[src/hw/rtl/hril_pkg.sv]
package hril_pkg;

    localparam int unsigned ADDR_W  = 17;
    localparam int unsigned TOP_W   = 18;
    localparam int unsigned DATA_W  = 48;
    localparam int unsigned RECIP_SHIFT = 30;

    localparam logic [7:0] CHAR_NEWLINE = 8'h0A;
    localparam logic [7:0] CHAR_COLON   = 8'h3A;
    localparam logic [7:0] CHAR_ZERO    = 8'h30;

    localparam logic [1:0] KIND_WRITE = 2'd0;
    localparam logic [1:0] KIND_HALT  = 2'd1;
    localparam logic [1:0] KIND_SIZE  = 2'd2;

    localparam logic [1:0] ERR_NONE   = 2'd0;
    localparam logic [1:0] ERR_COLON  = 2'd1;
    localparam logic [1:0] ERR_MEMORY = 2'd2;

    typedef enum logic [2:0] {
        POS_FIRST = 3'd0,
        POS_COUNT = 3'd1,
        POS_ADDR  = 3'd2,
        POS_TYPE1 = 3'd3,
        POS_TYPE2 = 3'd4,
        POS_DATA  = 3'd5
    } t_pos;

    typedef struct packed {
        logic       eof;
        logic       newline;
        t_pos       pclass;
        logic       hold;
        logic       is_colon;
        logic       is_zero;
        logic [3:0] nibble;
    } t_item;

endpackage

[src/hw/rtl/hril_front.sv]
module hril_front (
    input  logic            i_clk,
    input  logic            i_rst_n,
    input  logic            i_valid,
    input  logic            i_eof,
    input  logic [7:0]      i_char,
    input  logic            i_full,
    output logic            o_ready,
    output logic            o_push,
    output hril_pkg::t_item o_item
);

    localparam logic [9:0] POS_MAX = 10'd1023;

    logic [9:0] r_pos;
    logic [9:0] n_pos;
    logic       w_accept;
    logic       w_newline;
    logic       w_digit;

    assign o_ready   = !i_full;
    assign w_accept  = i_valid && !i_full;
    assign o_push    = w_accept;
    assign w_newline = (i_char == hril_pkg::CHAR_NEWLINE);
    assign w_digit   = (i_char >= 8'h30) && (i_char <= 8'h39);

    always_comb begin
        o_item          = '0;
        o_item.eof      = i_eof;
        o_item.newline  = w_newline;
        o_item.hold     = r_pos[0];
        o_item.is_colon = (i_char == hril_pkg::CHAR_COLON);
        o_item.is_zero  = (i_char == hril_pkg::CHAR_ZERO);
        // letters fold to 10..15, anything else wraps the same way
        o_item.nibble   = w_digit ? i_char[3:0] : (i_char[3:0] + 4'd9);
        if (r_pos == 10'd0) begin
            o_item.pclass = hril_pkg::POS_FIRST;
        end else if (r_pos <= 10'd2) begin
            o_item.pclass = hril_pkg::POS_COUNT;
        end else if (r_pos <= 10'd6) begin
            o_item.pclass = hril_pkg::POS_ADDR;
        end else if (r_pos == 10'd7) begin
            o_item.pclass = hril_pkg::POS_TYPE1;
        end else if (r_pos == 10'd8) begin
            o_item.pclass = hril_pkg::POS_TYPE2;
        end else begin
            o_item.pclass = hril_pkg::POS_DATA;
        end
    end

    always_comb begin
        n_pos = r_pos;
        if (w_accept) begin
            if (i_eof || w_newline) begin
                n_pos = '0;
            end else if (r_pos != POS_MAX) begin
                n_pos = r_pos + 10'd1;
            end
        end
    end

    always_ff @(posedge i_clk) begin
        if (!i_rst_n) begin
            r_pos <= '0;
        end else begin
            r_pos <= n_pos;
        end
    end

endmodule

[src/hw/rtl/hril_queue.sv]
module hril_queue (
    input  logic            i_clk,
    input  logic            i_rst_n,
    input  logic            i_push,
    input  hril_pkg::t_item i_item,
    output logic            o_full,
    input  logic            i_pop,
    output logic            o_avail,
    output hril_pkg::t_item o_item
);

    localparam int unsigned DEPTH = 4;
    localparam int unsigned PTR_W = $clog2(DEPTH);

    hril_pkg::t_item r_mem [DEPTH];
    logic [PTR_W-1:0] r_wr_ptr;
    logic [PTR_W-1:0] r_rd_ptr;
    logic [PTR_W:0]   r_count;
    logic [PTR_W-1:0] n_wr_ptr;
    logic [PTR_W-1:0] n_rd_ptr;
    logic [PTR_W:0]   n_count;

    assign o_full  = (r_count == (PTR_W+1)'(DEPTH));
    assign o_avail = (r_count != '0);
    assign o_item  = r_mem[r_rd_ptr];

    always_comb begin
        n_wr_ptr = r_wr_ptr;
        n_rd_ptr = r_rd_ptr;
        n_count  = r_count;
        if (i_push) begin
            n_wr_ptr = r_wr_ptr + 1'b1;
        end
        if (i_pop) begin
            n_rd_ptr = r_rd_ptr + 1'b1;
        end
        if (i_push && !i_pop) begin
            n_count = r_count + 1'b1;
        end else if (i_pop && !i_push) begin
            n_count = r_count - 1'b1;
        end
    end

    always_ff @(posedge i_clk) begin
        if (i_push) begin
            r_mem[r_wr_ptr] <= i_item;
        end
    end

    always_ff @(posedge i_clk) begin
        if (!i_rst_n) begin
            r_wr_ptr <= '0;
            r_rd_ptr <= '0;
            r_count  <= '0;
        end else begin
            r_wr_ptr <= n_wr_ptr;
            r_rd_ptr <= n_rd_ptr;
            r_count  <= n_count;
        end
    end

endmodule

[src/hw/rtl/hril_back.sv]
module hril_back #(
    parameter int MEMORY_BYTES = 131072,
    parameter int PAGE_BYTES   = 128
) (
    input  logic                        i_clk,
    input  logic                        i_rst_n,
    input  logic                        i_avail,
    input  hril_pkg::t_item             i_item,
    output logic                        o_pop,
    input  logic                        i_m_tready,
    output logic                        o_m_tvalid,
    output logic [1:0]                  o_m_tuser,
    output logic [hril_pkg::DATA_W-1:0] o_m_tdata
);

    localparam int unsigned AW  = hril_pkg::ADDR_W;
    localparam int unsigned TW  = hril_pkg::TOP_W;
    localparam int unsigned SH  = hril_pkg::RECIP_SHIFT;
    localparam logic [24:0] MEM_LIMIT = 25'(MEMORY_BYTES);
    localparam logic [AW-1:0] PAGE_M1 = AW'(PAGE_BYTES - 1);
    localparam logic [12:0] PAGE_N = 13'(PAGE_BYTES);
    localparam logic [63:0] RECIP_WIDE =
        ((64'd1 << SH) + 64'(PAGE_BYTES) - 64'd1) / 64'(PAGE_BYTES);
    localparam logic [SH-1:0] RECIP = SH'(RECIP_WIDE);
    localparam int unsigned PW = AW + SH;

    logic [7:0]    r_bytes,  n_bytes;
    logic [AW-1:0] r_addr,   n_addr;
    logic          r_rid,    n_rid;
    logic [3:0]    r_held,   n_held;
    logic [AW-1:0] r_hi,     n_hi;
    logic          r_halted, n_halted;
    logic [1:0]    r_settle, n_settle;
    logic [AW-1:0] r_q;
    logic [TW-1:0] r_top;

    logic          r_out_valid, n_out_valid;
    logic [1:0]    r_out_kind,  n_out_kind;
    logic [AW-1:0] r_out_addr,  n_out_addr;
    logic [7:0]    r_out_byte,  n_out_byte;
    logic [1:0]    r_out_err,   n_out_err;
    logic [TW-1:0] r_out_top,   n_out_top;

    logic          w_room;
    logic          w_pop;
    logic [AW-1:0] w_end;
    logic [AW-1:0] w_x;
    logic [PW-1:0] w_prod;
    logic [29:0]   w_top_prod;

    assign w_room = !r_out_valid || i_m_tready;
    // end of file waits until the page rounding has caught up with the top
    assign w_pop  = i_avail && w_room && !(i_item.eof && (r_settle != 2'd0));
    assign o_pop  = w_pop;
    assign w_end  = {1'b0, r_addr[15:0]} + {9'd0, r_bytes};

    // ceil to page: floor((hi + p - 1) * recip >> shift) * p, exact for these widths
    assign w_x        = r_hi + PAGE_M1;
    assign w_prod     = PW'(w_x) * PW'(RECIP);
    assign w_top_prod = 30'(r_q) * 30'(PAGE_N);

    always_comb begin
        n_bytes     = r_bytes;
        n_addr      = r_addr;
        n_rid       = r_rid;
        n_held      = r_held;
        n_hi        = r_hi;
        n_halted    = r_halted;
        n_settle    = (r_settle == 2'd0) ? 2'd0 : (r_settle - 2'd1);
        n_out_valid = r_out_valid && !i_m_tready;
        n_out_kind  = r_out_kind;
        n_out_addr  = r_out_addr;
        n_out_byte  = r_out_byte;
        n_out_err   = r_out_err;
        n_out_top   = r_out_top;
        if (w_pop && !r_halted) begin
            if (i_item.eof) begin
                n_out_valid = 1'b1;
                n_out_kind  = hril_pkg::KIND_SIZE;
                n_out_addr  = '0;
                n_out_byte  = '0;
                n_out_err   = hril_pkg::ERR_NONE;
                n_out_top   = r_top;
                n_bytes     = '0;
                n_addr      = '0;
                n_rid       = 1'b0;
                n_held      = '0;
                n_hi        = '0;
                n_settle    = 2'd2;
            end else if (i_item.newline) begin
                n_bytes = '0;
                n_addr  = '0;
                n_rid   = 1'b0;
                n_held  = '0;
            end else begin
                unique case (i_item.pclass)
                    hril_pkg::POS_FIRST: begin
                        if (!i_item.is_colon) begin
                            n_halted    = 1'b1;
                            n_out_valid = 1'b1;
                            n_out_kind  = hril_pkg::KIND_HALT;
                            n_out_addr  = '0;
                            n_out_byte  = '0;
                            n_out_err   = hril_pkg::ERR_COLON;
                            n_out_top   = '0;
                        end else begin
                            n_bytes = '0;
                            n_addr  = '0;
                            n_rid   = 1'b0;
                        end
                    end
                    hril_pkg::POS_COUNT: begin
                        n_bytes = {r_bytes[3:0], i_item.nibble};
                    end
                    hril_pkg::POS_ADDR: begin
                        n_addr = {1'b0, r_addr[11:0], i_item.nibble};
                    end
                    hril_pkg::POS_TYPE1: begin
                        n_rid = i_item.is_zero;
                    end
                    hril_pkg::POS_TYPE2: begin
                        if (!(r_rid && i_item.is_zero)) begin
                            n_rid = 1'b0;
                        end else if ({8'd0, w_end} > MEM_LIMIT) begin
                            n_halted    = 1'b1;
                            n_out_valid = 1'b1;
                            n_out_kind  = hril_pkg::KIND_HALT;
                            n_out_addr  = '0;
                            n_out_byte  = '0;
                            n_out_err   = hril_pkg::ERR_MEMORY;
                            n_out_top   = '0;
                        end else if (w_end > r_hi) begin
                            n_hi     = w_end;
                            n_settle = 2'd2;
                        end
                    end
                    hril_pkg::POS_DATA: begin
                        if (r_rid && (r_bytes != 8'd0)) begin
                            if (i_item.hold) begin
                                n_held = i_item.nibble;
                            end else begin
                                n_out_valid = 1'b1;
                                n_out_kind  = hril_pkg::KIND_WRITE;
                                n_out_addr  = r_addr;
                                n_out_byte  = {r_held, i_item.nibble};
                                n_out_err   = hril_pkg::ERR_NONE;
                                n_out_top   = '0;
                                n_addr      = r_addr + 1'b1;
                                n_bytes     = r_bytes - 8'd1;
                            end
                        end
                    end
                    default: begin
                        n_rid = r_rid;
                    end
                endcase
            end
        end
    end

    always_ff @(posedge i_clk) begin
        r_q        <= w_prod[PW-1:SH];
        r_top      <= w_top_prod[TW-1:0];
        r_out_kind <= n_out_kind;
        r_out_addr <= n_out_addr;
        r_out_byte <= n_out_byte;
        r_out_err  <= n_out_err;
        r_out_top  <= n_out_top;
    end

    always_ff @(posedge i_clk) begin
        if (!i_rst_n) begin
            r_bytes     <= '0;
            r_addr      <= '0;
            r_rid       <= 1'b0;
            r_held      <= '0;
            r_hi        <= '0;
            r_halted    <= 1'b0;
            r_settle    <= 2'd2;
            r_out_valid <= 1'b0;
        end else begin
            r_bytes     <= n_bytes;
            r_addr      <= n_addr;
            r_rid       <= n_rid;
            r_held      <= n_held;
            r_hi        <= n_hi;
            r_halted    <= n_halted;
            r_settle    <= n_settle;
            r_out_valid <= n_out_valid;
        end
    end

    assign o_m_tvalid = r_out_valid;
    assign o_m_tuser  = r_out_kind;
    assign o_m_tdata  = {3'd0, r_out_top, r_out_err, r_out_byte, r_out_addr};

endmodule

[src/hw/rtl/hex_record_image_loader_core.sv]
// Hex-record image loader: takes record text one character per request on the
// slave stream (tuser high marks end of file), emits one memory write per data
// byte of each type 00 record, an error result that halts the block until reset
// on a line not starting with ':' or a record running past MEMORY_BYTES, and at
// end of file the highest end address rounded up to a PAGE_BYTES page. A front
// stage classifies each character by its line position and decodes its nibble,
// a four-entry queue buffers classified characters, and a back stage holds the
// record state and a registered output. One character is taken per cycle while
// the queue has room; an end-of-file request waits after reset, after an earlier
// end of file or after a record that raised the top address, until the
// two-multiplier page rounding pipeline (r_q, then r_top) has caught up.
module hex_record_image_loader_core #(
    parameter int MEMORY_BYTES = 131072,
    parameter int PAGE_BYTES   = 128
) (
    input  logic                        i_clk,
    input  logic                        i_rst_n,
    input  logic                        i_s_axis_tvalid,
    output logic                        o_s_axis_tready,
    input  logic [7:0]                  i_s_axis_tdata,  // [7:0] char_code
    input  logic                        i_s_axis_tuser,  // [0] action
    output logic                        o_m_axis_tvalid,
    input  logic                        i_m_axis_tready,
    // [16:0] write_addr, [24:17] write_byte, [26:25] error_code,
    // [44:27] image_top, [47:45] zero
    output logic [hril_pkg::DATA_W-1:0] o_m_axis_tdata,
    output logic [1:0]                  o_m_axis_tuser   // [1:0] result_kind
);

    hril_pkg::t_item w_front_item;
    hril_pkg::t_item w_back_item;
    logic            w_push;
    logic            w_full;
    logic            w_avail;
    logic            w_pop;

    hril_front u_front (
        .i_clk   (i_clk),
        .i_rst_n (i_rst_n),
        .i_valid (i_s_axis_tvalid),
        .i_eof   (i_s_axis_tuser),
        .i_char  (i_s_axis_tdata),
        .i_full  (w_full),
        .o_ready (o_s_axis_tready),
        .o_push  (w_push),
        .o_item  (w_front_item)
    );

    hril_queue u_queue (
        .i_clk   (i_clk),
        .i_rst_n (i_rst_n),
        .i_push  (w_push),
        .i_item  (w_front_item),
        .o_full  (w_full),
        .i_pop   (w_pop),
        .o_avail (w_avail),
        .o_item  (w_back_item)
    );

    hril_back #(
        .MEMORY_BYTES (MEMORY_BYTES),
        .PAGE_BYTES   (PAGE_BYTES)
    ) u_back (
        .i_clk      (i_clk),
        .i_rst_n    (i_rst_n),
        .i_avail    (w_avail),
        .i_item     (w_back_item),
        .o_pop      (w_pop),
        .i_m_tready (i_m_axis_tready),
        .o_m_tvalid (o_m_axis_tvalid),
        .o_m_tuser  (o_m_axis_tuser),
        .o_m_tdata  (o_m_axis_tdata)
    );

endmodule

[config.mk]
export PLATFORM = sky130hd
export DESIGN_NAME = hex_record_image_loader_core
export DESIGN_NICKNAME = d
export VERILOG_FILES = /design/src/hw/rtl/hril_pkg.sv /design/src/hw/rtl/hril_front.sv /design/src/hw/rtl/hril_queue.sv /design/src/hw/rtl/hril_back.sv /design/src/hw/rtl/hex_record_image_loader_core.sv
export SDC_FILE = /design/constraint.sdc
export NUM_CORES = 1
export LEC_CHECK = 0
export ABC_AREA = 1
export BUFFER_PORTS_ARGS = -buffer_cell sky130_fd_sc_hd__buf_2
export CAP_MARGIN = 0
export CORE_UTILIZATION = 30
export CTS_CLUSTER_DIAMETER = 120
export DETAILED_ROUTE_END_ITERATION = 12
export PLACE_DENSITY = 0.43
export SLEW_MARGIN = 20
export SYNTH_ARGS = -nofsm -noshare
export SYNTH_HDL_FRONTEND = slang
export SYNTH_HIERARCHICAL = 1
export SYNTH_SLANG_ARGS = --single-unit
[constraint.sdc]
create_clock -name i_clk -period 4.05 [get_ports i_clk]
set_clock_uncertainty 0.05 [all_clocks]
set_input_delay 0.81 -clock i_clk [delete_from_list [all_inputs] [get_ports i_clk]]
set_output_delay 0.81 -clock i_clk [all_outputs]
set_load 0.02 [all_outputs]
# Word-level counts from Yosys, hierarchy flattened
# Memories as Yosys holds them, arrays and structs flattened. A register that Yosys moved wholly into a read port is not among the register bits.
# Cells that the tools add are included.
totals:
  ff_bits: 135
  ram_bits: 48
  output_inout_bits: 52
  memories: 1
classes:
  add_sub_neg: 11
  n_lt_le_gt_ge: 5
  n_eq_ne: 20
  muxes: 76
  n_bitwise: 3
  n_reduce_logical: 46
mem_list:
  columns: ["memory", "depth", "word_bits", "read_ports", "rd_clocked_by_memory_dff", "write_ports", "line_no", "rtl"]
  rows:
  - ["u_queue.r_mem", 4, 12, 1, 1, 1, "hril_queue.sv:15", "hril_pkg::t_item r_mem [DEPTH];"]
op_table:
  columns: ["operator", "n"]
  rows:
  - ["$mux 17", 15]
  - ["$mux 18", 4]
  - ["$mux 8", 9]
  - ["$pmux 17 s3", 1]
  - ["$pmux 18 s2", 1]
  - ["$pmux 17 s2", 1]
  - ["$mux 2", 13]
  - ["$mux 4", 6]
  - ["$pmux 8 s3", 1]
  - ["$mux 10", 2]
  - ["$reduce_and 5->1", 4]
  - ["$mux 3", 6]
  - ["$add 16x8->17", 1]
  - ["$add 17x1->17 const B", 1]
  - ["$add 17x7->17 const B", 1]
  - ["$gt 17x17->1", 1]
  - ["$eq 8x6->1 const B", 2]
  - ["$pmux 8 s2", 1]
  - ["$reduce_bool 3->1", 5]
  - ["$reduce_bool 5->1", 3]
  - ["$mux 1", 13]
  - ["$reduce_bool 2->1", 6]
  - ["$logic_and 1x1->1", 11]
  - ["$add 10x1->10 const B", 1]
  - ["35 further kinds", 52]

# Longest topological paths before layout
# Gate-level depths: netlist of the first run.
logic_depth:
  depth_word: 8
  depth_mapped: 25

# By module
# The synthesis of the first run kept the hierarchy.
by_module_without_submodules:
  columns: ["mod", "n_inst", "cells_each", "area_each_um2", "seq_area_each_um2"]
  rows:
  - ["hril_back", 1, 835, 6142.1, 2532.4]
  - ["hril_queue", 1, 175, 2227.1, 1621.6]
  - ["hril_front", 1, 164, 959.7, 200.2]

# Worst setup path after synthesis of the first run
# OpenSTA, ideal clock, no wires.
synth_timing:
  path_kind: "reg2reg"
  start: "reg u_back.r_addr[0]"
  end: "reg u_back.r_hi[9]"
  setup_time_ns: 0.114
  t_arrival_ns: 2.988
  required_time_ns: 3.886
  path_slack_ns: 0.898
  path_stages_with_launch: 24
  path_buffers: 1
  period_less_slack_ns: 3.152
  path_cell_list: "dfxtp_1 > ha_1 > inv_1 > fa_1 > inv_1 > nand3_1 > nand3_1 > nand2_1 > nand2_1 > xor2_1 > inv_1 > ha_1 > nand2_1 > nor2_1 > nand3b_1 > nand3_1 > nand2_1 > nand2_1 > nand2_1 > nand2_2 > nand2_2 > buf_2 > nand3_1 > nand2_1"
synth_via:
  elab_chain_cells: 6
  word_cells_on_any_way: 9
  classes_between: "add/sub (1); order compare (1); mux (5); reduce/logical (2)"
synth_rtl:
  columns: ["element", "line_no", "rtl"]
  rows:
  - ["from (decl)", "hril_back.sv:28", "logic [AW-1:0] r_addr, n_addr;"]
  - ["from (signal assigned)", "hril_back.sv:183", "r_addr <= n_addr;"]
  - ["$add 16x8->17 (*)", "hril_back.sv:55", "assign w_end = {1'b0, r_addr[15:0]} + {9'd0, r_bytes};"]
  - ["branches (longest 5 deep; another with $gt 17x17->1)", null, null]
  - ["to (signal assigned)", "hril_back.sv:186", "r_hi <= n_hi;"]
  - ["to (decl)", "hril_back.sv:31", "logic [AW-1:0] r_hi, n_hi;"]
# Mark *: on every way between the ends. The select of a mux whose other input is x is not followed.
# A chain may end at the register's enable or synchronous reset.

# Final worst setup path of the first run
layout_timing:
  start: "reg u_back.r_addr[0]"
  end: "reg u_back.r_hi[8]"
# The elaborated chain is that of the path after synthesis.

==> results of run 1 <==
-- final timing paths --
| path | start | end | depth (start not counted) |
|---|---|---|---|
| worst max-delay path | u_back/r_addr[0] | u_back/r_hi[8] | 22 |
| worst max register to register | u_back/r_addr[0] | u_back/r_hi[8] | 22 |
| worst min-delay path | u_back/r_q[5] | u_back/r_top[12] | 0 |
| worst min register to register | u_back/r_q[5] | u_back/r_top[12] | 0 |
-- cells by family after synthesis --
family,count (synthesis),share of synthesized area (%)
and+or+nand+nor,566,26.7
buffers and inverters,212,9.82
DFF,175,46.7
AOI/OAI and AO/OA,162,9.50
adders and majority gates,42,5.79
xor gates and xnor gates,16,1.50
other,1,0.0402
-- worst register-to-register path, cell delays in order, from the launching register on --
cell and delay (ns):
dfxtp_1 0.44, ha_1 0.26, inv_1 0.07, fa_1 0.38, inv_1 0.11, nand3_1 0.07
nand3_1 0.15, nand2_1 0.07, nand2_1 0.11, xor2_1 0.20, inv_1 0.06, ha_1 0.29
nand2_1 0.07, nor2_1 0.18, nand3b_1 0.10, nand3_1 0.09, nand2_1 0.05, nand2_1 0.05
nand2_1 0.05, nand2_2 0.07, nand2_2 0.24, nand3_1 0.17, nand2_1 0.06
-- through the flow --
| stage | util, % | setup WS, ns | instances | instance area, sq um |
|---|---|---|---|---|
| CTS | 34.4 | 0.558 | 1632 | 10500 |
| floorplan | - | 0.898 | 1185 | 9370 |
| finish | 34.4 | 0.548 | 1632 | 10500 |
| global route | 34.4 | 0.177 | 1632 | 10500 |
| detailed placement | 32.5 | 0.580 | 1600 | 9950 |
| global placement | 32.5 | 0.681 | 1600 | 9950 |
-- sequential cells by signal, summed over array words and instances (netlist names), 2 cells and up, named ones only --
name / count
u_queue/r_count: 3
u_queue/r_rd_ptr: 2
u_back/r_bytes: 8
u_back/r_hi: 17
u_back/r_held: 4
u_back/r_out_top: 10
u_back/o_m_tuser: 2
u_back/r_settle: 2
u_back/r_out_byte: 8
u_back/r_q: 10
u_back/r_addr: 17
u_back/r_top: 10
u_front/r_pos: 10
u_queue/r_wr_ptr: 2
u_queue/r_mem: 48
u_back/r_out_addr: 17
-- layer usage --
| layer | vias up | share of wire (%) |
|---|---|---|
| met5 | - | 0 |
| met4 | 0 | 1.2 |
| met3 | 15 | 3.2 |
| met2 | 106 | 51 |
| met1 | 3513 | 45 |
| li1 | 3928 | - |
-- cells in the mapped netlist (8+ instances only) --
cell type  number  share of area [%]
a21oi_1        52                2.8
buf_2          10               0.54
buf_4          18                1.4
clkbuf_1       11               0.44
dfxtp_1        90                 19
edfxtp_1       85                 27
ha_1           40                5.4
inv_1         154                6.2
inv_2           8               0.32
nand2_1       243                9.8
nand2_2         8               0.54
nand3_1        78                4.2
nand4_1        34                2.3
nor2_1        164                6.6
nor3_1         13               0.70
o21ai_0        54                2.9
o21ai_1        18               0.97
o22ai_1        21                1.4
xor2_1         13                1.2
-- power breakdown --
group	internal (uW)	switching, uW
Sequential	2200	111
Clock	829	777
Combinational	625	1700
Total	3660	2590
-- cell type report --
| type | instances | area share, % |
|---|---|---|
| multi-input combinational | 798 | 39.0 |
| clock inverter | 13 | 1.18 |
| timing repair buffer | 66 | 3.47 |
| tap | 396 | 4.71 |
| inverter | 165 | 5.98 |
| clock buffer | 19 | 4.21 |
| sequential | 175 | 41.4 |
==> flow_metrics.py, run 1 <==
metrics = {
    "status": {
        "status": "finished, final reports clean",
    },
    "synthesis": {
        "ys_seq_area_share_pct": 46.7,
        "synth-seq-cells": 175,
        "synth_cells": 1174,
        "async_flop_share_pct": 0,
        "syn_area_sq_mm": 0.00933,
        "synth-main-ff-cell": "dfxtp_1",
        "synth_cell_types": 48,
        "synth_edf_count": 85,
        "synth_warnings": 6,
        "avgSynthCellArea_sq_um": 7.95,
    },
    "critical_path": {
        "crit_top_cell": "nand2_1",
        "arrival_ns": 3.78,
        "ff2ff_setup_slack_ns": 0.55,
        "worst_path_max_delay_cell": "dfxtp_1",
        "crit_fanout": 19,
        "worstSetupStartpointType": "flop",
        "critical_path.top_delay_family": "simple AND/OR/NAND/NOR gates",
        "max_stage_delay_ns": 0.44,
        "critPathBufInv": 3,
        "cp_cell_sequence": "ha_1 -> inv_1 -> fa_1 -> inv_1 -> nand3_1 -> nand3_1 -> nand2_1 -> nand2_1 -> xor2_1 -> inv_1 -> ha_1 -> nand2_1 -> nor2_1 -> nand3b_1 -> nand3_1 -> nand2_1 -> nand2_1 -> nand2_1 -> nand2_2 -> nand2_2 -> nand3_1 -> nand2_1",
        "worstSetupPathType": "reg -> reg",
        "end_kind": "flop",
        "crit_required_ns": 4.33,
    },
    "timing": {
        "relSlewSlack_pct": 27.8,
        "rsz0062_at_grt": "no",
        "whs_ns": 0.270,
        "fin_crit_sh_pct": 86.5,
        "final-hold-violation-count": 0,
        "worst_pin_slew_ns": 1.08,
        "tns_ns": 0,
        "clock.fmax_mhz": 286,
        "period_minus_slack_ns": 3.50,
        "setup_violations": 0,
        "final_max_slew_viol_count": 0,
    },
    "final_layout": {
        "layout-drive-gt1-share_pct": 11.2,
        "regArea_sq_mm": 0.00435,
        "nets": 1278,
        "area_growth_pct": 12.7,
        "final_cell_mix": "243 x nand2_1, 164 x nor2_1, 153 x inv_1",
        "multi_input_area_sq_mm": 0.00411,
        "antenna_cells": 0,
        "final_common_cell": "nand2_1",
        "nFillCells": 3274,
    },
    "floorplanning": {
        "die_area_sq_mm": 0.0318,
        "die_y_microns": 178,
        "coreArea_sq_mm": 0.0306,
        "ioPinCount": 65,
        "initial_core_util_pct": 30.5,
        "rows": 64,
        "die_width_microns": 178,
    },
    "grt": {
        "grt_pass1_wl_mm": 37.5,
        "grt_use_met2_pct": 26.9,
        "grt-ovfl-total": 0,
        "grtUsageMet3_pct": 3.13,
        "antenna_found_initial": 0,
        "grt_use_met1_pct": 18.8,
        "grt_usage_pct": 15.3,
        "grt_pass1_vias": 7176,
        "grt_start_max_net_pins": 59,
        "busiest_layer": "met2",
    },
    "route": {
        "postRouteAntennaNets": 0,
        "first_pass_iters": 5,
        "via_count": 7562,
        "wl_mm": 22.9,
        "wl_per_cell_microns": 14.0,
        "remaining_drc_errors": 0,
        "drtIter0Drc": 411,
        "avgViaCountPerCell": 4.63,
    },
    "cts": {
        "cts_sinks": 175,
        "cts.clk_slew.worst_paths_ns": 0.07,
        "postCtsSetupBuffers": 0,
        "post_cts_resized": 0,
        "root_buffer": "clkbuf_16",
        "cts.path.max_buffers": 2,
        "insertion_delay_ns": 0.44,
        "cts-buffers-inserted": 17,
        "cts_tree": "yes",
        "postCtsHoldBufs": 0,
        "cts_max_level": 4,
    },
    "power_and_ir_drop": {
        "peakVddDrop_v": 0.000283,
        "p_leak_uw": 0.00456,
        "pwr_density_cell_mw_per_mm2": 594,
        "power_uw": 6240,
    },
    "placed_design": {
        "gp_congestion": 0.882,
        "hpwl_mm": 16.5,
        "numPortBuffers": 52,
    },
    "min_path": {
        "hold_class": "reg -> reg",
    },
    "run": {
        "drv_cap": 0,
    },
}
(Power assumes the default switching activity.)
==> run 2, diff against run 1 <==
SYNTH_HIERARCHICAL = unset   (was 1)
==> flow_metrics.py, run 2 <==
metrics = {
    "floorplanning": {
        "rows": 64,
        "die_y_microns": 178,
        "initial_core_util_pct": 30.4,
        "die_area_sq_mm": 0.0317,
        "die_width_microns": 178,
        "ioPinCount": 65,
        "coreArea_sq_mm": 0.0305,
    },
    "timing": {
        "fin_crit_sh_pct": 84.5,
        "clock.fmax_mhz": 292,
        "final_max_slew_viol_count": 0,
        "relSlewSlack_pct": 50.9,
        "rsz0062_at_grt": "no",
        "final-hold-violation-count": 0,
        "setup_violations": 0,
        "period_minus_slack_ns": 3.42,
        "finalWorstSetupSlack_ns": 0.626,
        "tns_ns": 0,
        "worst_pin_slew_ns": 0.736,
    },
    "status": {
        "status": "finished, final reports clean",
    },
    "final_layout": {
        "largest_reg_flops": 48,
        "nets": 1254,
        "final_cell_mix": "254 x nand2_1, 167 x nor2_1, 121 x inv_1",
        "top_register": "u_queue.r_mem",
        "final_common_cell": "nand2_1",
        "final_cells": 1607,
        "layout-drive-gt1-share_pct": 12.5,
        "antenna_cells": 0,
        "area_growth_pct": 13.4,
        "fin_area_sq_mm": 0.0105,
    },
    "power_and_ir_drop": {
        "comb_power_share_pct": 42.9,
        "p_sw_share_pct": 44.3,
        "peakVddDrop_v": 0.000304,
        "p_leak_uw": 0.00441,
        "power_frac_clock_pct": 23.0,
        "pwr_density_cell_mw_per_mm2": 685,
        "cell_internal_pwr_uw": 4020,
        "seqPwrFrac_pct": 34.1,
        "p_switching_uw": 3200,
    },
    "critical_path": {
        "arrival_ns": 3.75,
        "max_stage_delay_ns": 0.39,
        "cp_cell_sequence": "ha_1 -> inv_1 -> fa_1 -> nand3b_1 -> nand2_1 -> nand2_1 -> nand2_1 -> nand2_1 -> o21ai_0 -> nand2_1 -> ha_1 -> nand2_1 -> inv_1 -> nand2_1 -> nand2_1 -> nand2_1 -> nand2_1 -> nor2_1 -> nand2_1 -> nand3_1 -> nand2_2 -> buf_4 -> nand4_1 -> nand2_1",
        "worstSetupPathType": "reg -> reg",
        "crit_fanout": 17,
        "worst_path_max_delay_cell": "fa_1",
        "crit_required_ns": 4.38,
        "worstSetupStartpointType": "flop",
        "end_kind": "flop",
        "r2r_start": "u_back.r_bytes[0]",
        "startpoint": "u_back.r_bytes[0]",
        "crit_top_cell": "nand2_1",
    },
    "cts": {
        "cts.clk_slew.worst_paths_ns": 0.08,
        "postCtsHoldBufs": 0,
        "cts.path.max_buffers": 2,
        "cts_tree": "yes",
        "root_buffer": "clkbuf_16",
        "cts_sinks": 175,
        "cts_max_level": 4,
        "cts-buffers-inserted": 17,
        "post_cts_resized": 0,
        "insertion_delay_ns": 0.44,
        "postCtsSetupBuffers": 0,
    },
    "grt": {
        "grt_pass1_wl_mm": 37.9,
        "grt_usage_pct": 15.6,
        "antenna_found_initial": 0,
        "grt_pass1_vias": 6967,
        "grt_start_max_net_pins": 51,
        "grt-ovfl-total": 0,
    },
    "synthesis": {
        "synth_top_family_by_area": "simple AND/OR/NAND/NOR gates",
        "synth_top_area_cell": "edfxtp_1",
        "avgSynthCellArea_sq_um": 8.13,
        "async_flop_share_pct": 0,
        "synthTopCellsByArea": "edfxtp_1 27%, dfxtp_1 19%, nand2_1 10%",
        "synth_top_area_share_pct": 27.5,
        "synth-main-ff-cell": "dfxtp_1",
        "synth-compound-area-share_pct": 7.14,
        "synth_warnings": 0,
        "synth_cell_types": 45,
        "synth-seq-cells": 175,
        "synth_top_cells_by_count": "254 x nand2_1, 167 x nor2_1, 121 x inv_1",
        "synth-adder-area-share_pct": 5.96,
        "synth_cells": 1142,
        "ys_seq_area_share_pct": 46.9,
        "yosys-mux-area-fraction_pct": 0,
        "synthXorXnorAreaFrac_pct": 3.77,
        "yosysMostFrequentCell": "nand2_1",
        "syn_area_sq_mm": 0.00929,
        "synth-simple-area-share_pct": 27.7,
        "synth_edf_count": 85,
    },
    "min_path": {
        "hold_class": "reg -> reg",
        "worstHoldStart": "u_back.r_q[3]",
    },
    "run": {
        "drv_cap": 0,
    },
    "route": {
        "drtIter0Drc": 425,
        "wl_mm": 23.4,
        "remaining_drc_errors": 0,
        "wl_per_cell_microns": 14.5,
        "avgViaCountPerCell": 4.56,
        "via_count": 7323,
        "postRouteAntennaNets": 0,
        "first_pass_iters": 5,
    },
    "placed_design": {
        "hpwl_mm": 16.4,
        "place_ws_ns": 0.646,
        "placedCellCount": 1575,
        "numPortBuffers": 52,
        "place_area_sq_mm": 0.00994,
        "gp_congestion": 0.833,
    },
}
-- run 2: cell type report --
cell class | count | area, sq um
clock buffer | 19 | 453
clock inverter | 13 | 138
fill | 3230 | 20000
inverter | 130 | 493
multi-input combinational | 801 | 4180
sequential | 175 | 4350
tap | 396 | 495
timing repair buffer | 73 | 418
-- run 2: critical path: cells and delay by family (launching register included) --
family / cells / cell delay, ns
simple gates: 17 / 1.54
compound gates: 1 / 0.17
fa+ha+maj: 3 / 0.87
flops: 1 / 0.36
buf+inv: 3 / 0.36
-- run 2: final timing paths --
kind / slack [ns] / to / cells past startpoint
min reg2reg: 0.28 / u_back.r_top[10] / 0
max reg2reg: 0.63 / u_back.r_hi[6] / 24
min: 0.28 / u_back.r_top[10] / 0
max: 0.63 / u_back.r_hi[6] / 24
-- run 2: logic make-up (layout without fill, tap and decap cells) --
logic type,after synthesis,count (layout)
buf+inv,177,235
xor+xnor,40,40
flops,175,175
other cells,1,12
compound gates,124,124
simple gates,582,582
fa+ha+maj,43,43
-- run 2: metrics by stage --
step / util (%) / total power [uW] / hold WS [ns]
6_report: 34.5 / 7220 / 0.280
5_1_grt: 34.5 / 7780 / 0.290
4_1_cts: 34.5 / 7340 / 0.283
3_5_place_dp: 32.6 / 5630 / 0.263
3_3_place_gp: 32.6 / 5650 / 0.261
2_1_floorplan: - / 4750 / 0.260
-- run 2: metal layers --
metal / global-route usage [%] / up-vias / wire [microns]
met2: 26.1 / 120 / 11200
li1: - / 3805 / -
met5: 0 / - / 0
met1: 20.5 / 3376 / 11200
met3: 2.55 / 22 / 588
met4: 4.34 / 0 / 353
-- run 2: power groups by stage --
stage | clock, uW | combinational [uW] | sequential [uW]
after floorplan | 0 | 2100 | 2650
after global placement | 0 | 3140 | 2500
after detailed placement | 0 | 3130 | 2500
after CTS | 1730 | 3140 | 2470
after global routing | 1790 | 3490 | 2500
final | 1660 | 3100 | 2460
